## src/hw/rtl/dlr_pkg.sv

```systemverilog
// Shared types and constants of the delimited line receiver.
// No dependencies; every other file of the block imports this package.
package dlr_pkg;

  localparam int unsigned BUFFER_DEPTH_DEF = 32;
  localparam int unsigned CMD_DEPTH        = 2;

  // receive_mode codes
  localparam logic [1:0] MODE_NONE = 2'd0;
  localparam logic [1:0] MODE_CHAR = 2'd1;
  localparam logic [1:0] MODE_TERM = 2'd2;

  // configuration register indexes
  localparam logic [1:0] REG_RECEIVE_MODE = 2'd0;
  localparam logic [1:0] REG_TERM_LENGTH  = 2'd1;
  localparam logic [1:0] REG_TERM_LOW     = 2'd2;
  localparam logic [1:0] REG_TERM_HIGH    = 2'd3;

  localparam logic [63:0] TERM_LOW_RST  = 64'h0000_0000_0000_0A0D;
  localparam logic [3:0]  TERM_LEN_RST  = 4'd2;

  typedef struct packed {
    logic [7:0] rx_byte;
    logic       rx_complete;
  } in_item_t;

  typedef struct packed {
    logic [7:0] data_byte;
    logic       byte_valid;
    logic       last_in_frame;
    logic [5:0] frame_length;
    logic       truncated;
  } result_t;

  typedef enum logic {
    CMD_CHAR,
    CMD_FRAME
  } cmd_kind_e;

  // Request from the front to the back: a single byte, or a finished frame in the store.
  typedef struct packed {
    cmd_kind_e  kind;
    logic [7:0] data_byte;
    logic [7:0] count;
    logic       truncated;
  } cmd_t;

endpackage

```

## src/hw/rtl/dlr_cmd_fifo.sv

```systemverilog
// Short request queue between the front and the back of the line receiver.
// Depends on dlr_pkg for the request type and depth.
module dlr_cmd_fifo
  import dlr_pkg::*;
(
  input  logic clk_i,
  input  logic rst_ni,
  input  logic push_i,
  input  cmd_t data_i,
  output logic full_o,
  input  logic pop_i,
  output logic empty_o,
  output cmd_t data_o
);

  localparam int unsigned PtrW = $clog2(CMD_DEPTH);
  localparam int unsigned CntW = $clog2(CMD_DEPTH + 1);

  cmd_t            entry_q [CMD_DEPTH];
  logic [PtrW-1:0] wr_ptr_q, wr_ptr_d;
  logic [PtrW-1:0] rd_ptr_q, rd_ptr_d;
  logic [CntW-1:0] cnt_q, cnt_d;
  logic            do_push, do_pop;

  assign full_o  = (cnt_q == CntW'(CMD_DEPTH));
  assign empty_o = (cnt_q == '0);
  assign data_o  = entry_q[rd_ptr_q];
  assign do_push = push_i && !full_o;
  assign do_pop  = pop_i && !empty_o;

  always_comb begin
    wr_ptr_d = wr_ptr_q;
    rd_ptr_d = rd_ptr_q;
    cnt_d    = cnt_q;
    if (do_push) begin
      wr_ptr_d = (wr_ptr_q == PtrW'(CMD_DEPTH - 1)) ? '0 : wr_ptr_q + 1'b1;
    end
    if (do_pop) begin
      rd_ptr_d = (rd_ptr_q == PtrW'(CMD_DEPTH - 1)) ? '0 : rd_ptr_q + 1'b1;
    end
    if (do_push && !do_pop) begin
      cnt_d = cnt_q + 1'b1;
    end else if (do_pop && !do_push) begin
      cnt_d = cnt_q - 1'b1;
    end
  end

  always_ff @(posedge clk_i or negedge rst_ni) begin
    if (!rst_ni) begin
      wr_ptr_q <= '0;
      rd_ptr_q <= '0;
      cnt_q    <= '0;
    end else begin
      wr_ptr_q <= wr_ptr_d;
      rd_ptr_q <= rd_ptr_d;
      cnt_q    <= cnt_d;
    end
  end

  always_ff @(posedge clk_i) begin
    if (do_push) begin
      entry_q[wr_ptr_q] <= data_i;
    end
  end

endmodule

```

## src/hw/rtl/dlr_front.sv

```systemverilog
// Front of the line receiver: configuration registers, byte classification,
// terminator matching and frame store writes. Depends on dlr_pkg.
module dlr_front
  import dlr_pkg::*;
#(
  parameter int unsigned BUFFER_DEPTH = BUFFER_DEPTH_DEF
) (
  input  logic                            clk_i,
  input  logic                            rst_ni,
  input  logic                            push,
  input  in_item_t                        in_item_i,
  output logic                            full,
  input  logic                            cfg_we_i,
  input  logic [1:0]                      cfg_idx_i,
  input  logic [63:0]                     cfg_wdata_i,
  output logic                            store_we_o,
  output logic [$clog2(BUFFER_DEPTH)-1:0] store_addr_o,
  output logic [7:0]                      store_data_o,
  output logic                            cmd_push_o,
  output cmd_t                            cmd_o,
  input  logic                            cmd_full_i,
  input  logic                            frame_done_i
);

  localparam int unsigned AddrW = $clog2(BUFFER_DEPTH);
  localparam int unsigned CntW  = $clog2(BUFFER_DEPTH + 1);

  logic [1:0]      mode_q;
  logic [3:0]      term_len_q;
  logic [63:0]     term_low_q;
  logic [55:0]     term_high_q;
  logic [CntW-1:0] stored_q, stored_d;
  logic [7:0]      total_q, total_d;
  logic [3:0]      pos_q, pos_d;
  logic            busy_q, busy_d;

  logic            accept;
  logic [3:0]      len;
  logic [3:0]      pos_eff;
  logic [3:0]      pos_next;
  logic [127:0]    term_vec;
  logic [7:0]      term_byte;
  logic [CntW-1:0] stored_new;
  logic [7:0]      payload;
  logic [7:0]      count;
  logic            trunc;

  assign full   = cmd_full_i || busy_q;
  assign accept = push && !full;

  assign len       = (term_len_q == '0) ? 4'd1 : term_len_q;
  assign pos_eff   = (pos_q >= len) ? '0 : pos_q;
  assign pos_next  = pos_eff + 4'd1;
  assign term_vec  = {8'h00, term_high_q, term_low_q};
  assign term_byte = term_vec[{pos_eff, 3'b000} +: 8];

  assign store_addr_o = stored_q[AddrW-1:0];
  assign store_data_o = in_item_i.rx_byte;

  always_comb begin
    stored_d   = stored_q;
    total_d    = total_q;
    pos_d      = pos_q;
    busy_d     = busy_q;
    store_we_o = 1'b0;
    cmd_push_o = 1'b0;
    stored_new = (stored_q < CntW'(BUFFER_DEPTH)) ? stored_q + 1'b1 : stored_q;
    payload    = ((total_q == 8'hFF) ? total_q : total_q + 8'd1);
    payload    = (payload >= {4'b0, len}) ? payload - {4'b0, len} : 8'd0;
    trunc      = (payload > 8'(BUFFER_DEPTH));
    count      = trunc ? 8'(BUFFER_DEPTH) : payload;
    if (count > 8'(stored_new)) begin
      count = 8'(stored_new);
    end
    cmd_o.kind      = CMD_FRAME;
    cmd_o.data_byte = in_item_i.rx_byte;
    cmd_o.count     = count;
    cmd_o.truncated = trunc;

    if (frame_done_i) begin
      busy_d = 1'b0;
    end

    if (accept && in_item_i.rx_complete) begin
      if (mode_q == MODE_CHAR) begin
        cmd_o.kind = CMD_CHAR;
        cmd_push_o = 1'b1;
      end else if (mode_q == MODE_TERM) begin
        store_we_o = (stored_q < CntW'(BUFFER_DEPTH));
        stored_d   = stored_new;
        total_d    = (total_q == 8'hFF) ? total_q : total_q + 8'd1;
        if (in_item_i.rx_byte != term_byte) begin
          pos_d = '0;
        end else if (pos_next != len) begin
          pos_d = pos_next;
        end else begin
          // terminator complete: hand the frame to the back and start over
          cmd_push_o = 1'b1;
          busy_d     = 1'b1;
          stored_d   = '0;
          total_d    = '0;
          pos_d      = '0;
        end
      end
    end
  end

  always_ff @(posedge clk_i or negedge rst_ni) begin
    if (!rst_ni) begin
      mode_q      <= MODE_TERM;
      term_len_q  <= TERM_LEN_RST;
      term_low_q  <= TERM_LOW_RST;
      term_high_q <= '0;
      stored_q    <= '0;
      total_q     <= '0;
      pos_q       <= '0;
      busy_q      <= 1'b0;
    end else begin
      stored_q <= stored_d;
      total_q  <= total_d;
      pos_q    <= pos_d;
      busy_q   <= busy_d;
      if (cfg_we_i) begin
        unique case (cfg_idx_i)
          REG_RECEIVE_MODE: mode_q      <= cfg_wdata_i[1:0];
          REG_TERM_LENGTH:  term_len_q  <= cfg_wdata_i[3:0];
          REG_TERM_LOW:     term_low_q  <= cfg_wdata_i;
          REG_TERM_HIGH:    term_high_q <= cfg_wdata_i[55:0];
          default:          ;
        endcase
      end
    end
  end

endmodule

```

## src/hw/rtl/dlr_back.sv

```systemverilog
// Back of the line receiver: frame store memory, byte emitter and result register.
// Depends on dlr_pkg for the request and result types.
module dlr_back
  import dlr_pkg::*;
#(
  parameter int unsigned BUFFER_DEPTH = BUFFER_DEPTH_DEF
) (
  input  logic                            clk_i,
  input  logic                            rst_ni,
  input  logic                            store_we_i,
  input  logic [$clog2(BUFFER_DEPTH)-1:0] store_addr_i,
  input  logic [7:0]                      store_data_i,
  input  logic                            cmd_empty_i,
  input  cmd_t                            cmd_i,
  output logic                            cmd_pop_o,
  output logic                            frame_done_o,
  output logic                            empty,
  input  logic                            pop,
  output result_t                         result_o
);

  localparam int unsigned AddrW = $clog2(BUFFER_DEPTH);

  localparam logic [1:0] ST_IDLE = 2'd0;
  localparam logic [1:0] ST_READ = 2'd1;
  localparam logic [1:0] ST_EMIT = 2'd2;

  logic [7:0]       mem_q [BUFFER_DEPTH];
  logic [7:0]       rd_data_q;
  logic [1:0]       state_q, state_d;
  logic [AddrW-1:0] idx_q, idx_d;
  logic [7:0]       cnt_q, cnt_d;
  logic             trunc_q, trunc_d;
  logic             char_q, char_d;
  logic [7:0]       byte_q, byte_d;
  logic             out_valid_q, out_valid_d;
  result_t          out_q, out_d;
  result_t          res;
  logic             last;
  logic             slot_free;

  assign empty     = !out_valid_q;
  assign result_o  = out_q;
  assign slot_free = !out_valid_q || pop;
  assign last      = (8'(idx_q) + 8'd1 == cnt_q);

  always_comb begin
    if (char_q) begin
      res = '{data_byte: byte_q, byte_valid: 1'b1, last_in_frame: 1'b1,
              frame_length: 6'd1, truncated: 1'b0};
    end else if (cnt_q == '0) begin
      res = '{data_byte: 8'h00, byte_valid: 1'b0, last_in_frame: 1'b1,
              frame_length: 6'd0, truncated: trunc_q};
    end else begin
      res = '{data_byte: rd_data_q, byte_valid: 1'b1, last_in_frame: last,
              frame_length: cnt_q[5:0], truncated: trunc_q};
    end
  end

  always_comb begin
    state_d      = state_q;
    idx_d        = idx_q;
    cnt_d        = cnt_q;
    trunc_d      = trunc_q;
    char_d       = char_q;
    byte_d       = byte_q;
    out_valid_d  = out_valid_q && !pop;
    out_d        = out_q;
    cmd_pop_o    = 1'b0;
    frame_done_o = 1'b0;
    unique case (state_q)
      ST_IDLE: begin
        if (!cmd_empty_i) begin
          cmd_pop_o = 1'b1;
          char_d    = (cmd_i.kind == CMD_CHAR);
          byte_d    = cmd_i.data_byte;
          cnt_d     = cmd_i.count;
          trunc_d   = cmd_i.truncated;
          idx_d     = '0;
          state_d   = (cmd_i.kind == CMD_FRAME && cmd_i.count != '0) ? ST_READ : ST_EMIT;
        end
      end
      ST_READ: begin
        // wait for the registered memory read
        state_d = ST_EMIT;
      end
      ST_EMIT: begin
        if (slot_free) begin
          out_valid_d = 1'b1;
          out_d       = res;
          if (!char_q && cnt_q != '0 && !last) begin
            idx_d   = idx_q + 1'b1;
            state_d = ST_READ;
          end else begin
            frame_done_o = !char_q;
            state_d      = ST_IDLE;
          end
        end
      end
      default: state_d = ST_IDLE;
    endcase
  end

  always_ff @(posedge clk_i or negedge rst_ni) begin
    if (!rst_ni) begin
      state_q     <= ST_IDLE;
      out_valid_q <= 1'b0;
    end else begin
      state_q     <= state_d;
      out_valid_q <= out_valid_d;
    end
  end

  always_ff @(posedge clk_i) begin
    idx_q   <= idx_d;
    cnt_q   <= cnt_d;
    trunc_q <= trunc_d;
    char_q  <= char_d;
    byte_q  <= byte_d;
    out_q   <= out_d;
  end

  always_ff @(posedge clk_i) begin
    if (store_we_i) begin
      mem_q[store_addr_i] <= store_data_i;
    end
    rd_data_q <= mem_q[idx_q];
  end

endmodule

```

## src/hw/rtl/delimited_line_receiver_unit.sv

```systemverilog
// Top level of the delimited line receiver; instantiates dlr_front, dlr_cmd_fifo and
// dlr_back and depends on dlr_pkg.
//
// Receives UART bytes and frames them: mode 0 drops bytes, mode 1 passes each byte as a
// one-byte frame, mode 2 collects bytes in a BUFFER_DEPTH-byte store until the
// programmed terminator (CR LF after reset) is seen, then delivers the payload one byte
// per result, without the terminator, with truncated set when it did not fit. A byte is
// taken while no frame is being delivered and the request queue has room; a single-byte
// result passes the request queue and the back's emit state into the result register,
// and the back takes the next such byte only after it has placed the last one there. When
// a terminator completes, input stays full until the frame has been read out of the store:
// each payload byte goes through a registered memory read and then the result register,
// and a stalling consumer holds the readout. There is no clearing pass after reset.
module delimited_line_receiver_unit
  import dlr_pkg::*;
#(
  parameter int unsigned BUFFER_DEPTH = BUFFER_DEPTH_DEF
) (
  input  logic        clk_i,
  input  logic        rst_ni,
  input  logic        push,
  output logic        full,
  input  in_item_t    in_item_i,
  output logic        empty,
  input  logic        pop,
  output result_t     result_o,
  input  logic        cfg_we_i,
  input  logic [1:0]  cfg_idx_i,
  input  logic [63:0] cfg_wdata_i
);

  localparam int unsigned AddrW = $clog2(BUFFER_DEPTH);

  logic             store_we;
  logic [AddrW-1:0] store_addr;
  logic [7:0]       store_data;
  logic             cmd_push, cmd_full, cmd_pop, cmd_empty;
  cmd_t             cmd_in, cmd_out;
  logic             frame_done;

  dlr_front #(
    .BUFFER_DEPTH(BUFFER_DEPTH)
  ) u_front (
    .clk_i,
    .rst_ni,
    .push,
    .in_item_i,
    .full,
    .cfg_we_i,
    .cfg_idx_i,
    .cfg_wdata_i,
    .store_we_o   (store_we),
    .store_addr_o (store_addr),
    .store_data_o (store_data),
    .cmd_push_o   (cmd_push),
    .cmd_o        (cmd_in),
    .cmd_full_i   (cmd_full),
    .frame_done_i (frame_done)
  );

  dlr_cmd_fifo u_cmd_fifo (
    .clk_i,
    .rst_ni,
    .push_i  (cmd_push),
    .data_i  (cmd_in),
    .full_o  (cmd_full),
    .pop_i   (cmd_pop),
    .empty_o (cmd_empty),
    .data_o  (cmd_out)
  );

  dlr_back #(
    .BUFFER_DEPTH(BUFFER_DEPTH)
  ) u_back (
    .clk_i,
    .rst_ni,
    .store_we_i   (store_we),
    .store_addr_i (store_addr),
    .store_data_i (store_data),
    .cmd_empty_i  (cmd_empty),
    .cmd_i        (cmd_out),
    .cmd_pop_o    (cmd_pop),
    .frame_done_o (frame_done),
    .empty,
    .pop,
    .result_o
  );

endmodule

```

## config.mk

```make
export PLATFORM = sky130hd
export DESIGN_NAME = delimited_line_receiver_unit
export DESIGN_NICKNAME = d
export VERILOG_FILES = /design/src/hw/rtl/dlr_pkg.sv /design/src/hw/rtl/dlr_cmd_fifo.sv /design/src/hw/rtl/dlr_front.sv /design/src/hw/rtl/dlr_back.sv /design/src/hw/rtl/delimited_line_receiver_unit.sv
export SDC_FILE = /design/constraint.sdc
export NUM_CORES = 1
export LEC_CHECK = 0
export ABC_AREA = 0
export BUFFER_PORTS_ARGS = -buffer_cell sky130_fd_sc_hd__buf_2
export CORE_AREA = 4 4 213 215
export DETAILED_ROUTE_END_ITERATION = 6
export DIE_AREA = 0 0 217 219
export PLACE_DENSITY = 0.66
export RECOVER_POWER = 100
export SYNTH_ARGS = -nofsm -noshare
export SYNTH_HDL_FRONTEND = slang
export SYNTH_SLANG_ARGS = --single-unit
```

## constraint.sdc

```tcl
create_clock -name clk_i -period 6.5 [get_ports clk_i]
set_clock_uncertainty 0.05 [all_clocks]
set_input_delay 0.325 -clock clk_i [delete_from_list [all_inputs] [get_ports clk_i]]
set_output_delay 0.325 -clock clk_i [all_outputs]
set_load 0.05 [all_outputs]
```

# [Word-level counts from Yosys, hierarchy flattened]
# Memories as Yosys holds them, arrays and structs flattened. A register that Yosys moved wholly into a read port is not among the register bits.
# Index checks and enable logic that the tools add are counted.
[word_totals] memories=2 ramBits=292 in_bits=80 regBits=192 output_inout_bits=19 word_cells=155
[memory_table] memory="u_back.mem_q" words=32 width=8 read_ports=1 rd_clocked_by_memory_dff=1 wr=1 line="dlr_back.sv:28" rtl="logic [7:0] mem_q [BUFFER_DEPTH];"
[memory_table] memory="u_cmd_fifo.entry_q" words=2 width=18 read_ports=1 rd_clocked_by_memory_dff=0 wr=1 line="dlr_cmd_fifo.sv:19" rtl="cmd_t entry_q [CMD_DEPTH];"
[op_classes] add_sub_neg=10 n_eq_ne=15 magnitude_cmp=5 bitwise_logic=3 mux=55 n_shift=1 n_reduce_logical=40
[op_table] operator="128-bit by 8-bit variable part select with 8-bit output" n=1
[op_table] operator="8-bit two-way mux" n=6
[op_table] operator="17-bit two-way mux" n=2
[op_table] operator="1-bit two-way mux" n=30
[op_table] operator="6-bit two-way mux" n=3
[op_table] operator="4-bit two-way mux" n=4
[op_table] operator="8-bit nonzero test" n=2
[op_table] operator="5-bit two-way mux" n=3
[op_table] operator="2-bit AND reduction" n=7
[op_table] operator="2-bit equality test, second input constant" n=5
[op_table] operator="1-bit logical AND" n=10
[op_table] operator="2-bit two-way mux" n=5
[op_table] operator="5-bit one-hot mux with 2 select lines" n=1
[op_table] operator="1-bit zero test" n=9
[op_table] operator="8-bit by 1-bit adder with 8-bit output, second input constant" n=1
[op_table] operator="8-bit equality test" n=1
[op_table] operator="8-bit equality test, second input constant" n=1
[op_table] operator="8-bit by 4-bit >= comparator with 1-bit output" n=1
[op_table] operator="8-bit by 6-bit greater-than comparator with 1-bit output" n=1
[op_table] operator="8-bit by 6-bit greater-than comparator with 1-bit output, second input constant" n=1
[op_table] operator="8-bit zero test" n=1
[op_table] operator="8-bit != test" n=1
[op_table] operator="8-bit by 4-bit subtractor with 8-bit output" n=1
[op_table] operator="5-bit by 1-bit adder with 6-bit output, second input constant" n=1
[op_table] operator="other kinds (21)" n=31

# [Depth between registers and ports, before layout]
# Gate-level depths: netlist of the first run.
[depth] depth_word=16 depth_mapped=28 ltp_nobuf=25

# [Hierarchy]
# Synthesis of the first run repeated with hierarchy kept, for this count alone.
[hier_totals] hier_cells=1423 area_unflattened_um2=21773.4
[by_module_without_submodules] mod="dlr_back" seq_area_each_um2=9123.8 cells_per_inst=556 instances=1 area_each_um2=11687.5
[by_module_without_submodules] mod="dlr_front" seq_area_each_um2=3637.2 cells_per_inst=792 instances=1 area_each_um2=8540.7
[by_module_without_submodules] mod="dlr_cmd_fifo" seq_area_each_um2=1181.1 cells_per_inst=75 instances=1 area_each_um2=1545.2

# [Least setup slack after synthesis of the first run]
# OpenSTA, ideal clock, no wires.
[synth_timing] path_type="reg-to-reg" start="register u_front.total_q[0]" end="memory u_cmd_fifo.entry_q[0][1] (netlist bit) (data pin)" period_less_slack_ps=5768 arrival_time_ps=5456 required_ps=6188 setup_ps=262 path_slack_ps=732 stages_incl_launch_ff=28 n_path_buf=3 path_cell_list="dfrtp_1 > ha_1 > and4_1 > clkbuf_1 > nand4_1 > mux2i_1 > inv_1 > ha_1 > nor2b_1 > o21ai_0 > a21boi_0 > nor2_1 > o41a_1 > a21oi_1 > a311oi_1 > or2_2 > clkbuf_1 > nor2_1 > ha_1 > nor2b_1 > o21a_1 > o21ai_0 > nand2b_1 > a21oi_1 > nor2b_1 > o22ai_1 > clkbuf_1 > mux2_2"
[synth_rtl] element="start, declared" line="dlr_front.sv:33" rtl="logic [7:0] total_q, total_d;"
[synth_rtl] element="start signal, assigned" line="dlr_front.sv:120" rtl="total_q <= total_d;"
[synth_rtl] element="end, declared" line="dlr_cmd_fifo.sv:19"

==> results.py, run 1 <==
metrics = {
    "global_routing": {
        "grt_max_degree": 96,
        "grt_pass1_wl_mm": 73.0,
        "overflow": 0,
        "track_usage": 0.199,
        "first_global_vias": 12395,
        "antenna_found_initial": 2,
    },
    "logic_synthesis": {
        "synth.avg_cell_area_um2": 16.1,
        "synth_top_family_by_area": "multiplexers",
        "synth_mux_area_frac": 0.187,
        "ys_types": 88,
        "synth_warnings": 0,
        "synth_top_area_frac": 0.463,
        "post-synth-top-area-cell": "edfxtp_1",
        "synth-xor-area-share": 0.0150,
        "synth-simple-area-share": 0.0599,
        "ys.flop_type": "edfxtp_1",
        "ys_seq_area_frac": 0.647,
        "async_flop_share": 0.309,
        "ys_seq_elements": 492,
        "synth_cells": 1337,
        "synth_compound_area_frac": 0.0577,
        "synth_fa_ha_area_frac": 0.0137,
        "synth_edf_count": 332,
        "synthesis.area_um2": 21500,
        "synthTopCellsByArea": "edfxtp_1 46%, dfrtp_1 17%, mux4_2 9.3%",
    },
    "finish": {
        "fin_nets": 1597,
        "areaGrowthSynthToFinish_pct": 15.7,
        "layout_commonest_cell": "edfxtp_1",
        "fin_cells": 2129,
        "most-common-layout-cells": "332 x edfxtp_1, 145 x mux2_2, 144 x dfrtp_1",
        "layout-drive-gt1-share": 0.283,
    },
    "critical_path": {
        "critical_path_class": "reg2reg",
        "end_kind": "flop",
        "cp_top_family": "compound AO/OA/AOI/OAI gates",
        "crit_fanout": 11,
        "slowest_stage": "dfrtp_1",
        "cpPeakStageDelay_ns": 0.45,
        "path_buf_inv": 2,
        "crit_required_ns": 6.78,
        "cp_data_arrival_time_ns": 6.36,
        "cp-start-kind": "flop",
    },
    "clock_network": {
        "cts_tree": "built",
        "clockRootBuffer": "clkbuf_16",
        "cts_made_buffers": 50,
        "clk_pin_slew_ns": 0.06,
        "insertion_delay_ns": 0.58,
        "cts_max_path_buffers": 3,
        "postCtsSetupBuffers": 0,
        "cts.sinks": 492,
        "htreeDepth": 2,
    },
    "routing": {
        "vias": 12118,
        "wl_per_cell_um": 22.0,
        "wl_mm": 46.8,
        "routed.top_layer": "met4",
        "viasPerCell": 5.69,
        "drt_pre_antenna_iters": 5,
        "dr_wl_met2_mm": 22.7,
        "m1WireLength_mm": 20.7,
        "antenna_left": 0,
        "routed-wl-met3_mm": 2.52,
        "first_iter_violations": 829,
        "drc": 0,
    },
    "power_and_ir_drop": {
        "p_leak_nw": 8.92,
        "vdd_ir_drop_max_v": 0.000268,
        "p_per_area_nw_per_um2": 433,
    },
    "floorplan": {
        "start_util": 0.493,
        "core_area_um2": 43700,
        "chipHeight_um": 219,
        "fp-row-count": 77,
        "dieArea_um2": 47500,
        "ioPinCount": 99,
        "fp.dieW_um": 217,
    },
    "placed_design": {
        "dp_hpwl_mm": 29.6,
        "gp_congestion": 0.812,
        "dp.cells": 1970,
        "io_buffer_count": 98,
    },
    "timing": {
        "report.final.hold_viol_count": 0,
        "relSlewSlack": -2.04,
        "finalSetupViolCount": 0,
        "setup_tns_ns": 0,
        "fmax_ghz": 0.165,
        "period_share": 0.935,
        "final_max_slew_viol_count": 613,
        "worstMarginPinSlew_ns": 4.56,
        "fin_crit_ns": 6.08,
        "rsz0062_at_grt": "false",
    },
    "status": {
        "outcome": "finished with violations",
        "violations": "max-capacitance violations, max-slew violations",
    },
    "hold_path": {
        "min_path_type": "in2reg",
    },
    "flow_run": {
        "maxCapViolCount": 14,
    },
}
## layout make-up
type / count / area, µm²
antenna: 2 / 5.00
clock buffer: 72 / 1490
clock inverter: 21 / 267
fill: 3448 / 18800
inverter: 27 / 101
multi-input combinational: 746 / 7190
sequential: 492 / 13900
tap: 592 / 741
timing repair buffer: 177 / 1190
## state kept, by name (all words and copies together) (netlist names), 17 cells and up
register,cells
u_back.mem_q,256
u_front.term_low_q,64
u_front.term_high_q,56
u_cmd_fifo.entry_q,36
u_back.result_o,17
## through the flow
stage,power (mW),hold slack (ns),worst slack [ns],util,area (µm²)
5_1_grt,11.4,0.0484,0.00191,0.570,24900
3_3_place_gp,7.76,0.414,0.713,0.517,22600
2_1_floorplan,6.89,-0.0206,0.732,-,21600
6_report,10.8,0.0465,0.421,0.570,24900
3_5_place_dp,7.84,0.426,0.502,0.517,22600
4_1_cts,10.9,0.0178,0.473,0.571,25000
## per-layer routing
layer | track usage | vias up
met5 | 0 | -
met4 | 0.0570 | 0
met3 | 0.0320 | 67
met2 | 0.325 | 345
met1 | 0.281 | 6188
li1 | - | 5518
## what timing repair did
action                     in CTS  in global routing
hold buffers                   64                  0
gates resized for setup         0                  1
hold endpoints to repair      213                  0
setup endpoints to repair       0                  2
## Yosys cell counts, types with 6 or more instances
| cell type | number |
|---|---|
| edfxtp_1 | 332 |
| mux2_2 | 157 |
| dfrtp_1 | 145 |
| mux4_2 | 89 |
| nor2_1 | 70 |
| nand2_1 | 55 |
| clkbuf_1 | 54 |
| a21oi_1 | 29 |
| o21ai_0 | 27 |
| inv_1 | 26 |
| mux2i_1 | 25 |
| ha_1 | 22 |
| nor2b_1 | 20 |
| xor2_1 | 20 |
| xnor2_1 | 17 |
| nand3_1 | 16 |
| nor4_1 | 13 |
| o22ai_1 | 13 |
| buf_2 | 11 |
| nand2b_1 | 11 |
| nand3b_1 | 10 |
| or2_2 | 9 |
| a221oi_1 | 8 |
| dfxtp_1 | 8 |
| o211ai_1 | 8 |
| o31ai_1 | 8 |
| a211oi_1 | 7 |
| dfstp_2 | 7 |
| and2_1 | 6 |
| nand4_1 | 6 |
| nor3_1 | 6 |
## tightest hold or removal path: stages
cell and delay [ns]:
buf_2 0.07, nand2b_1 0.16, nand2_1 0.07
## path summary, 6_finish.rpt
check | from | endpoint | slack (ns) | cells after the start
worst min-delay path | pop | u_back.out_valid_q$_DFF_PN0_ | 0.05 | 3
worst max-delay path | u_front.total_q[0]$_DFFE_PN0P_ | u_cmd_fifo.entry_q[0][1]$_DFFE_PP_ | 0.42 | 25
worst max register to register | u_front.total_q[0]$_DFFE_PN0P_ | u_cmd_fifo.entry_q[0][1]$_DFFE_PP_ | 0.42 | 25
min in group asynchronous | rst_ni | u_front.total_q[6]$_DFFE_PN0P_ | 2.08 | 2
worst min register to register | u_cmd_fifo.wr_ptr_q$_DFFE_PN0P_ | u_cmd_fifo.wr_ptr_q$_DFFE_PN0P_ | 0.44 | 1
max in group asynchronous | rst_ni | u_front.term_low_q[62]$_DFFE_PN0P_ | 1.10 | 3
## cell families (layout without fill, tap and decap cells)
kind of cell / after synthesis / in the layout
other cells: 1 / 6
simple gates: 249 / 249
compound gates: 162 / 162
xor+xnor: 37 / 37
flops: 492 / 492
buf+inv: 102 / 297
mux: 271 / 271
fa+ha+maj: 23 / 23
## power breakdown
group	internal (mW)	switching (mW)	leakage, nW
clock network	1.82	1.18	0.866
logic	1.62	2.01	3.17
registers	3.84	0.300	4.89
total	7.29	3.49	8.92
No activity file was read; power rests on OpenSTA's default activity.
==> run 2, diff against run 1 <==
--- a/config.mk
+++ b/config.mk
@@ -7,9 +7,9 @@
 export LEC_CHECK = 0
 export ABC_AREA = 0
 export BUFFER_PORTS_ARGS = -buffer_cell sky130_fd_sc_hd__buf_2
-export CORE_AREA = 4 4 213 215
+export CORE_AREA = 2 2 211 213
 export DETAILED_ROUTE_END_ITERATION = 6
-export DIE_AREA = 0 0 217 219
+export DIE_AREA = 0 0 213 215
 export PLACE_DENSITY = 0.66
 export RECOVER_POWER = 100
 export SYNTH_ARGS = -nofsm -noshare
==> run 2 against run 1 <==
- the flow still finishes with violations (max-capacitance violations, max-slew violations)
- highest routed layer is now met5
- die area is 3.6% lower
- wire length is 1.1% lower
- largest cell class unchanged
- first-iteration DRC count is 3.7% lower
- non-clock buffer count is 2 higher
- setup slack better by 0.12 ns
- maximum frequency is 2.0% higher
- sequential share of layout area is 0.21 points higher
- flip-flop and latch count stayed put
==> results.py, run 2 (synthesis gave the netlist of run 1 again) <==
metrics = {
    "critical_path": {
        "end_kind": "flop",
        "critical_path_class": "reg2reg",
        "crit_required_ns": 6.67,
        "cp_data_arrival_time_ns": 6.13,
        "crit_fanout": 18,
        "cp-start-kind": "flop",
    },
    "finish": {
        "largest_register_ffs": 256,
        "areaGrowthSynthToFinish_pct": 15.2,
        "layout-drive-gt1-share": 0.279,
        "largest_register": "u_back.mem_q",
        "fin_nets": 1599,
        "most-common-layout-cells": "332 x edfxtp_1, 144 x mux2_2, 144 x dfrtp_1",
        "layout_commonest_cell": "edfxtp_1",
        "largest_registers": "u_back.mem_q (256), u_front.term_low_q (64), u_front.term_high_q (56)",
        "fin_cells": 2133,
        "final_area_um2": 24800,
    },
    "placed_design": {
        "io_buffer_count": 98,
        "gp_congestion": 0.789,
        "dp.cells": 1972,
        "pre_cts_ws_ns": 0.550,
        "placed_cell_area_um2": 22600,
        "dp_hpwl_mm": 29.4,
    },
    "hold_path": {
        "min_path_type": "in2reg",
    },
    "floorplan": {
        "dieArea_um2": 45800,
        "ioPinCount": 99,
        "fp.dieW_um": 213,
        "chipHeight_um": 215,
        "start_util": 0.494,
        "fp-row-count": 77,
        "core_area_um2": 43600,
    },
    "power_and_ir_drop": {
        "p_total_mw": 10.6,
        "switchingPower_mw": 3.50,
        "vdd_ir_drop_max_v": 0.000251,
        "p_per_area_nw_per_um2": 428,
        "combPwrFrac": 0.342,
        "swShare": 0.329,
        "internal_power_mw": 7.13,
        "pwr-share-seq": 0.390,
        "p_leak_nw": 8.87,
        "clkPwrFrac": 0.267,
    },
    "clock_network": {
        "cts_made_buffers": 50,
        "postCtsSetupBuffers": 0,
        "clk_pin_slew_ns": 0.06,
        "clockRootBuffer": "clkbuf_16",
        "cts_tree": "built",
        "cts.sinks": 492,
        "insertion_delay_ns": 0.59,
        "cts_max_path_buffers": 3,
        "htreeDepth": 2,
    },
    "timing": {
        "final_max_slew_viol_count": 526,
        "setup_slack_ns": 0.538,
        "worstMarginPinSlew_ns": 4.96,
        "setup_tns_ns": 0,
        "relSlewSlack": -2.30,
        "report.final.hold_viol_count": 0,
        "fmax_ghz": 0.168,
        "finalSetupViolCount": 0,
        "period_share": 0.917,
        "rsz0062_at_grt": "false",
        "fin_crit_ns": 5.96,
    },
    "global_routing": {
        "first_global_vias": 12243,
        "grt_max_degree": 91,
        "track_usage": 0.208,
        "grtUsageMet1": 0.297,
        "grtUsageMet3": 0.0381,
        "antenna_found_initial": 4,
        "gr-usage-met2": 0.331,
        "overflow": 0,
        "grt_pass1_wl_mm": 72.1,
        "grt-busiest-layer": "met2",
    },
    "flow_run": {
        "maxCapViolCount": 11,
    },
    "routing": {
        "wl_mm": 46.3,
        "viasPerCell": 5.69,
        "wl_per_cell_um": 21.7,
        "antenna_left": 0,
        "drt_pre_antenna_iters": 5,
        "first_iter_violations": 798,
        "drc": 0,
        "vias": 12143,
    },
    "status": {
        "violations": "max-capacitance violations, max-slew violations",
        "outcome": "finished with violations",
    },
}
run 2: cell count changes in the layout (fill, tap and decap cells not counted), sizes merged:
cell / delta
clkbuf: +5
bufinv: -4
buf: +2
clkdlybuf4s25: -1
clkinv: +1
diode: +1
run 2: metrics by stage:
step	util	hold WS [ns]
6_report	0.569	0.0290
5_1_grt	0.569	0.0211
4_1_cts	0.570	0.00588
3_5_place_dp	0.518	0.415
3_3_place_gp	0.518	0.409
2_1_floorplan	-	-0.0206
run 2: power by group through the flow:
stage / logic (mW) / clock network [mW] / registers (mW)
final: 3.64 / 2.84 / 4.15
after global routing: 4.01 / 3.03 / 4.20
after CTS: 3.69 / 2.90 / 4.14
after detailed placement: 3.63 / 0 / 4.20
after global placement: 3.57 / 0 / 4.19
after floorplan: 2.71 / 0 / 4.19
run 2: repair_timing:
action,CTS,global route
setup endpoints to repair,0,10
endpoints found under the hold margin,204,0
resized for setup,0,2
hold buffers,64,0
run 2: area by class of cell:
class	count	area [µm²]
Clock inverter	18	175
Tap cell	592	741
Sequential cell	492	13900
Inverter	27	101
Antenna cell	3	7.51
Timing Repair Buffer	179	1200
Clock buffer	76	1470
Fill cell	3389	18800
Multi-Input combinational cell	746	7190
run 2: worst max-delay path, cell delays in order, from the launching register on:
cell       delay [ns]
dfstp_1          0.62
nor3_1           0.07
nor2_1           0.29
inv_1            0.08
ha_1             0.31
or3b_1           0.49
a21oi_1          1.12
mux2i_1          0.34
nor4_1           0.07
a2111oi_0        0.63
and4b_1          0.34
o211ai_4         0.13
o31ai_4          0.33
and2_1           0.71
run 2: final timing paths:
kind / to / slack, ns / from / cells after the start
max: u_cmd_fifo.entry_q[1][12]$_DFFE_PP_ / 0.54 / u_front.term_len_q[1]$_DFFE_PN1P_ / 13
min: u_front.term_high_q[0]$_DFFE_PN0P_ / 0.03 / cfg_wdata_i[0] / 2
max reg2reg: u_cmd_fifo.entry_q[1][12]$_DFFE_PP_ / 0.54 / u_front.term_len_q[1]$_DFFE_PN1P_ / 13
min reg2reg: u_front.busy_q$_DFF_PN0_ / 0.43 / u_front.busy_q$_DFF_PN0_ / 1
max in group asynchronous: u_front.pos_q[0]$_DFFE_PN0P_ / 1.20 / rst_ni / 2
min in group asynchronous: u_front.term_low_q[45]$_DFFE_PN0P_ / 2.00 / rst_ni / 2
run 2: routing by layer:
layer	share of wire	vias to the layer above	routed length (µm)
li1	-	5542	-
met2	0.48	322	22400
met5	0.00028	-	13
met3	0.055	68	2530
met4	0.021	2	987
met1	0.44	6209	20400
